File: src/hdl/tess_pkg.sv
// Shared types, widths and codes for the two-ended shared stack.
`timescale 1ns / 1ps
`default_nettype none
package tess_pkg;

    localparam int STORE_DEPTH = 1024;
    localparam int ADDR_W      = $clog2(STORE_DEPTH);
    localparam int CNT_W       = 11;
    localparam int DATA_W      = 32;
    localparam int CMD_W       = 3;
    localparam int STAT_W      = 2;

    localparam logic [CMD_W-1:0] CMD_PUSH   = 3'd0;
    localparam logic [CMD_W-1:0] CMD_POP    = 3'd1;
    localparam logic [CMD_W-1:0] CMD_PEEK   = 3'd2;
    localparam logic [CMD_W-1:0] CMD_CLEAR  = 3'd3;
    localparam logic [CMD_W-1:0] CMD_SEARCH = 3'd4;

    localparam logic [STAT_W-1:0] ST_OK       = 2'd0;
    localparam logic [STAT_W-1:0] ST_FULL     = 2'd1;
    localparam logic [STAT_W-1:0] ST_EMPTY    = 2'd2;
    localparam logic [STAT_W-1:0] ST_NOTFOUND = 2'd3;

    typedef struct packed {
        logic              we;
        logic [ADDR_W-1:0] waddr;
        logic [DATA_W-1:0] wdata;
        logic              re;
        logic [ADDR_W-1:0] raddr;
    } t_mem_req;

endpackage
`default_nettype wire

File: src/hdl/tess_ctrl.sv
// Command sequencer: stack counts, store access, search walk and result register.
`timescale 1ns / 1ps
`default_nettype none
module tess_ctrl (
    input  wire logic                           i_clk,
    input  wire logic                           i_rst_n,
    input  wire logic                           i_in_valid,
    output logic                                o_in_stall,
    input  wire logic [tess_pkg::CMD_W-1:0]     i_command,
    input  wire logic                           i_side,
    input  wire logic [tess_pkg::DATA_W-1:0]    i_operand_value,
    output logic                                o_out_valid,
    input  wire logic                           i_out_stall,
    output logic [tess_pkg::STAT_W-1:0]         o_status,
    output logic [tess_pkg::DATA_W-1:0]         o_read_value,
    output logic [tess_pkg::CNT_W-1:0]          o_match_depth,
    output logic [tess_pkg::CNT_W-1:0]          o_left_size,
    output logic [tess_pkg::CNT_W-1:0]          o_right_size,
    input  wire logic [tess_pkg::CNT_W-1:0]     i_cap,
    input  wire logic                           i_clear_all,
    output tess_pkg::t_mem_req                  o_mem_req,
    input  wire logic [tess_pkg::DATA_W-1:0]    i_mem_rdata
);
    import tess_pkg::*;

    localparam logic [1:0] S_IDLE = 2'd0;
    localparam logic [1:0] S_READ = 2'd1;
    localparam logic [1:0] S_SRCH = 2'd2;

    logic [1:0]        r_state, n_state;
    logic [CNT_W-1:0]  r_left, n_left;
    logic [CNT_W-1:0]  r_right, n_right;
    logic [CMD_W-1:0]  r_cmd, n_cmd;
    logic              r_side, n_side;
    logic [DATA_W-1:0] r_val, n_val;
    logic [ADDR_W-1:0] r_addr, n_addr;
    logic [CNT_W-1:0]  r_idx, n_idx;
    logic [CNT_W-1:0]  r_cnt, n_cnt;
    logic              r_out_valid, n_out_valid;
    logic [STAT_W-1:0] r_status;
    logic [DATA_W-1:0] r_rd;
    logic [CNT_W-1:0]  r_depth;
    logic [CNT_W-1:0]  r_lsize;
    logic [CNT_W-1:0]  r_rsize;

    logic              out_free;
    logic              accept;
    logic [CNT_W:0]    sum;
    logic              bad;
    logic [CNT_W-1:0]  left_e;
    logic [CNT_W-1:0]  right_e;
    logic [CNT_W:0]    sum_e;
    logic [CNT_W-1:0]  cnt;
    logic [CNT_W-1:0]  cap_m_cnt;
    logic [CNT_W-1:0]  cnt_m1;
    logic [CNT_W-1:0]  rpush;
    logic [ADDR_W-1:0] top_addr;
    logic [CNT_W-1:0]  idx_p1;
    logic [ADDR_W-1:0] next_addr;
    logic              load;
    logic [STAT_W-1:0] res_status;
    logic [DATA_W-1:0] res_rd;
    logic [CNT_W-1:0]  res_depth;

    assign out_free   = !r_out_valid || !i_out_stall;
    assign accept     = i_in_valid && (r_state == S_IDLE) && out_free;
    assign o_in_stall = !((r_state == S_IDLE) && out_free);

    assign sum       = {1'b0, r_left} + {1'b0, r_right};
    assign bad       = sum > {1'b0, i_cap};
    assign left_e    = bad ? '0 : r_left;
    assign right_e   = bad ? '0 : r_right;
    assign sum_e     = bad ? '0 : sum;
    assign cnt       = i_side ? right_e : left_e;
    assign cap_m_cnt = i_cap - cnt;
    assign cnt_m1    = cnt - CNT_W'(1);
    assign rpush     = i_cap - right_e - CNT_W'(1);
    assign top_addr  = i_side ? cap_m_cnt[ADDR_W-1:0] : cnt_m1[ADDR_W-1:0];
    assign idx_p1    = r_idx + CNT_W'(1);
    assign next_addr = r_side ? (r_addr + ADDR_W'(1)) : (r_addr - ADDR_W'(1));

    always_comb begin
        n_state    = r_state;
        n_left     = r_left;
        n_right    = r_right;
        n_cmd      = r_cmd;
        n_side     = r_side;
        n_val      = r_val;
        n_addr     = r_addr;
        n_idx      = r_idx;
        n_cnt      = r_cnt;
        o_mem_req  = '0;
        load       = 1'b0;
        res_status = ST_OK;
        res_rd     = '0;
        res_depth  = '0;

        case (r_state)
            S_IDLE: begin
                if (accept) begin
                    n_left  = left_e;
                    n_right = right_e;
                    n_cmd   = i_command;
                    n_side  = i_side;
                    n_val   = i_operand_value;
                    n_cnt   = cnt;
                    case (i_command)
                        CMD_PUSH: begin
                            load = 1'b1;
                            if (sum_e >= {1'b0, i_cap}) begin
                                res_status = ST_FULL;
                            end else begin
                                o_mem_req.we    = 1'b1;
                                o_mem_req.wdata = i_operand_value;
                                if (i_side) begin
                                    o_mem_req.waddr = rpush[ADDR_W-1:0];
                                    n_right         = right_e + CNT_W'(1);
                                end else begin
                                    o_mem_req.waddr = left_e[ADDR_W-1:0];
                                    n_left          = left_e + CNT_W'(1);
                                end
                            end
                        end
                        CMD_POP, CMD_PEEK: begin
                            if (cnt == '0) begin
                                load       = 1'b1;
                                res_status = ST_EMPTY;
                            end else begin
                                o_mem_req.re    = 1'b1;
                                o_mem_req.raddr = top_addr;
                                n_state         = S_READ;
                            end
                        end
                        CMD_CLEAR: begin
                            load = 1'b1;
                            if (i_side) begin
                                n_right = '0;
                            end else begin
                                n_left = '0;
                            end
                        end
                        CMD_SEARCH: begin
                            if (cnt == '0) begin
                                load       = 1'b1;
                                res_status = ST_NOTFOUND;
                            end else begin
                                o_mem_req.re    = 1'b1;
                                o_mem_req.raddr = top_addr;
                                n_addr          = top_addr;
                                n_idx           = '0;
                                n_state         = S_SRCH;
                            end
                        end
                        default: begin
                            load = 1'b1;
                        end
                    endcase
                end
            end
            S_READ: begin
                load    = 1'b1;
                res_rd  = i_mem_rdata;
                n_state = S_IDLE;
                if (r_cmd == CMD_POP) begin
                    if (r_side) begin
                        n_right = r_right - CNT_W'(1);
                    end else begin
                        n_left = r_left - CNT_W'(1);
                    end
                end
            end
            S_SRCH: begin
                if (i_mem_rdata == r_val) begin
                    load      = 1'b1;
                    res_depth = idx_p1;
                    n_state   = S_IDLE;
                end else if (idx_p1 == r_cnt) begin
                    load       = 1'b1;
                    res_status = ST_NOTFOUND;
                    n_state    = S_IDLE;
                end else begin
                    o_mem_req.re    = 1'b1;
                    o_mem_req.raddr = next_addr;
                    n_addr          = next_addr;
                    n_idx           = idx_p1;
                end
            end
            default: begin
                n_state = S_IDLE;
            end
        endcase

        if (i_clear_all) begin
            n_left  = '0;
            n_right = '0;
        end

        if (load) begin
            n_out_valid = 1'b1;
        end else if (!i_out_stall) begin
            n_out_valid = 1'b0;
        end else begin
            n_out_valid = r_out_valid;
        end
    end

    always_ff @(posedge i_clk) begin
        if (!i_rst_n) begin
            r_state     <= S_IDLE;
            r_left      <= '0;
            r_right     <= '0;
            r_out_valid <= 1'b0;
        end else begin
            r_state     <= n_state;
            r_left      <= n_left;
            r_right     <= n_right;
            r_out_valid <= n_out_valid;
        end
    end

    always_ff @(posedge i_clk) begin
        r_cmd  <= n_cmd;
        r_side <= n_side;
        r_val  <= n_val;
        r_addr <= n_addr;
        r_idx  <= n_idx;
        r_cnt  <= n_cnt;
        if (load) begin
            r_status <= res_status;
            r_rd     <= res_rd;
            r_depth  <= res_depth;
            r_lsize  <= n_left;
            r_rsize  <= n_right;
        end
    end

    assign o_out_valid   = r_out_valid;
    assign o_status      = r_status;
    assign o_read_value  = r_rd;
    assign o_match_depth = r_depth;
    assign o_left_size   = r_lsize;
    assign o_right_size  = r_rsize;

endmodule
`default_nettype wire

File: config.mk
export PLATFORM = sky130hd
export DESIGN_NAME = tess_ctrl
export DESIGN_NICKNAME = d
export VERILOG_FILES = /design/src/hdl/tess_pkg.sv /design/src/hdl/tess_ctrl.sv
export SDC_FILE = /design/constraint.sdc
export NUM_CORES = 1
export LEC_CHECK = 0
export BUFFER_PORTS_ARGS = -buffer_cell sky130_fd_sc_hd__buf_2
export CAP_MARGIN = 30
export CORE_MARGIN = 5
export CORE_UTILIZATION = 47
export CTS_BUF_LIST = sky130_fd_sc_hd__clkbuf_2
export DETAILED_ROUTE_END_ITERATION = 8
export GPL_TIMING_DRIVEN = 1
export PLACE_DENSITY = 0.69
export SLEW_MARGIN = 20
export SYNTH_ARGS = -nofsm -noshare
export SYNTH_HDL_FRONTEND = slang
export SYNTH_SLANG_ARGS = --single-unit
File: constraint.sdc
create_clock -name i_clk -period 8.3 [get_ports i_clk]
set_clock_uncertainty 0.15 [all_clocks]
set_input_delay 1.66 -clock i_clk [delete_from_list [all_inputs] [get_ports i_clk]]
set_output_delay 1.66 -clock i_clk [all_outputs]
set_load 0.02 [all_outputs]
==> flow_summary.json <==
{
  "stdcell_area_um2": 13300,
  "status": "finished clean",
  "syn_inst": 1178,
  "synth_seq_area_share_pct": 40.1,
  "yosys_warnings": 0,
  "cts_tree": "built",
  "path_buf_inv": 1,
  "total_power_mw": 1.79,
  "wl_um": 34800,
  "grt_usage_pct": 24.5,
  "wl_per_cell_um": 20.2,
  "max_stage_delay_ns": 0.38,
  "hold_viol": 0,
  "setup-violations-final": 0,
  "grt_pass1_vias": 9514,
  "grt_max_degree": 68,
  "die_w_um": 165,
  "crit_path_cell_trace": "ha_1, fa_2, a21o_1, a21oi_2, o21bai_2, a211oi_2, o31ai_1, a21oi_1, xnor2_1, ha_1, nand4_1, o32a_1, o41a_1, nor2_4, o21ai_2, ha_1, a31o_2, a41o_1, o21a_1, a31o_2, a211oi_1, nand3b_1, o22ai_1, buf_4",
  "synth_edf_count": 135,
  "gp_congestion": 1.04,
  "slew_headroom_pct": 33.7,
  "grt.busiest_layer": "met2",
  "dpl.hpwl_um": 26300,
  "max_slew.worst_pin.slew_ns": 0.995,
  "grt_pass1_wl_um": 51900,
  "crit_top_cell": "ha_1",
  "syn_nets": 1334,
  "seqCellArea_um2": 4570,
  "holdBufCountCts": 0,
  "drive_gt1_share_pct": 25.4,
  "hp-class": "reg -> reg",
  "dieArea_um2": 27400,
  "n_fill_cell": 2117,
  "period_needed_ns": 7.93,
  "vias": 10000,
  "rsz0062_at_grt": "true",
  "power_density_nw_per_um2": 134,
  "yosys.area.top_type": "edfxtp_1",
  "met3_usage_pct": 4.82,
  "ant_nets": 0,
  "worstSetupStartpointType": "register",
  "ys_top_cells_by_area": "edfxtp_1 (36%), ha_1 (7.5%), xnor2_1 (5.5%), and2_1 (4.4%), dfxtp_1 (4.4%)",
  "fmax_mhz": 126,
  "maxCapViolCount": 0,
  "synth_top_area_share_pct": 35.7,
  "viasPerCell": 5.82,
  "async_reset_ff_share_pct": 0,
  "htree_levels": 4,
  "core.rowCount": 56,
  "drv_slew": 0,
  "synthToLayoutAreaGrowth_pct": 17.6,
  "nets": 1543,
  "io-pin-count": 207,
  "detail_route.first_pass.iterations": 6,
  "cts-root-buf": "clkbuf_2",
  "die_h_um": 165,
  "crit_required_ns": 6.49,
  "peakVddDrop_mv": 0.122,
  "critPathSlowestCell": "dfxtp_2",
  "insertion_delay_ns": 0.78,
  "grt.overflow.total": 0,
  "met2_usage_pct": 41.2,
  "syn_area_per_cell_um2": 9.63,
  "clk_path_buf_depth": 2,
  "min_period_over_period_pct": 95.6,
  "path_max_fanout": 5,
  "drt-initial-drc-count": 1110,
  "p_leak_nw": 5.61,
  "drc": 0,
  "syn_area_um2": 11300,
  "port-buffer-count": 206,
  "ys_seq_elements": 160,
  "synth_cell_types": 89,
  "core_area_um2": 23600,
  "grt_use_met1_pct": 31.1,
  "critical-path-top-delay-family": "compound AO/OA/AOI/OAI gates",
  "setup.worst_path.end_class": "primary output",
  "cts_buffers": 17,
  "initial_utilization_pct": 48.1,
  "placed_area_um2": 12700,
  "path_class": "reg -> out",
  "critPathArrivalTime_ns": 6.12,
  "clk_pin_slew_worst_paths_ns": 0.27,
  "antenna_found_initial": 1,
  "clock-sinks": 160,
  "multi_input_area_um2": 6440,
  "synth_flop_cell": "edfxtp_1"
}
per-layer routing:
metal	wire length, um	vias up
met5	0	-
met4	1500	0
met3	2810	114
met2	16900	496
met1	13600	4674
li1	-	4734
sequential cells by signal, summed over array words and instances, names as in the netlist:
name           flops
o_left_size       11
r_val             32
r_cmd              3
r_cnt             11
o_out_valid        1
r_idx             11
o_read_value      32
r_right           11
r_left            11
o_match_depth     11
o_right_size      11
o_status           2
r_side             1
r_addr            10
r_state            2
area by class of cell:
class	count	share of cell area, %
multi-input combinational	901	48.3
tap	319	2.99
clock inverter	15	1.38
inverter	53	1.55
antenna	1	0.0188
timing repair buffer	254	10.9
clock buffer	17	0.638
sequential	160	34.2
cells in the final DEF, fill, tap and decap left out, types with 26 or more instances in the layout:
cell type	Yosys	routed
xnor2_1	71	71
buf_2	17	204
nor2_1	122	120
a21oi_1	61	57
buf_4	0	45
nand4_1	26	26
ha_1	68	66
edfxtp_1	135	135
nand2_1	75	72
o21ai_0	41	38
inv_1	51	50
and2_1	80	80
worst paths after layout:
path	from	to	slack (ns)	cells after the start
setup / recovery	r_left[0]$_SDFF_PN0_	o_mem_req[9]	0.37	24
hold / removal	r_left[8]$_SDFF_PN0_	r_left[8]$_SDFF_PN0_	0.58	3
setup reg to reg	r_left[0]$_SDFF_PN0_	o_right_size[7]$_DFFE_PP_	1.91	25
hold reg to reg	r_left[8]$_SDFF_PN0_	r_left[8]$_SDFF_PN0_	0.58	3
logic make-up after synthesis:
family / count (synthesis) / share of synthesized area [%]
buf+inv: 118 / 4.23
compound gates: 270 / 17.2
simple gates: 449 / 21.0
flops: 160 / 40.1
xor+xnor: 96 / 8.02
fa+ha+maj: 72 / 8.20
mux: 13 / 1.19
timing repair:
| item | in CTS | in global routing |
|---|---|---|
| buffers inserted | 0 | 16 |
| setup endpoints to repair | 49 | 51 |
| hold endpoints to repair | 0 | 0 |
| pin swaps | 0 | 17 |
| gates resized for setup | 11 | 31 |
| gates cloned | 0 | 2 |
per-stage QoR:
stage / hold WS [ns] / worst slack [ns] / cells / TNS [ns] / utilization (%)
4_1_cts: 0.578 / 0.0241 / 1700 / 0 / 55.3
2_1_floorplan: 0.460 / 0.653 / 1178 / 0 / -
5_1_grt: 0.611 / -0.0633 / 1720 / -0.361 / 56.5
3_3_place_gp: 0.522 / 0.547 / 1668 / 0 / 54.0
3_5_place_dp: 0.525 / 0.300 / 1668 / 0 / 54.0
6_report: 0.583 / 0.366 / 1720 / 0 / 56.5
Yosys cell counts (20+ instances only):
library cell  count
ha_1             68
edfxtp_1        135
o21ai_0          41
clkbuf_1         41
xnor2_1          71
nor2_1          122
nor2b_1          21
nand4_1          26
and2_1           80
nand2_1          75
nand3_1          25
nor3_1           23
a21oi_1          61
xor2_1           20
inv_1            51
dfxtp_1          25
worst register-to-register path, delay by kind of cell, from the launching register on:
family | cells | cell delay [ns]
buffers and inverters | 1 | 0.21
AOI/OAI and AO/OA | 14 | 3.42
and+or+nand+nor | 5 | 0.69
xor gates and xnor gates | 1 | 0.12
DFF | 1 | 0.38
adders and majority gates | 4 | 1.17
report_power, final:
group | leakage [nW] | total (mW) | internal (mW) | switching, mW
registers | 1.53 | 0.953 | 0.933 | 0.0201
logic | 3.93 | 0.391 | 0.141 | 0.250
clock network | 0.159 | 0.449 | 0.109 | 0.340
total | 5.61 | 1.79 | 1.18 | 0.611
Note: power is estimated with default switching activity, not from simulation.
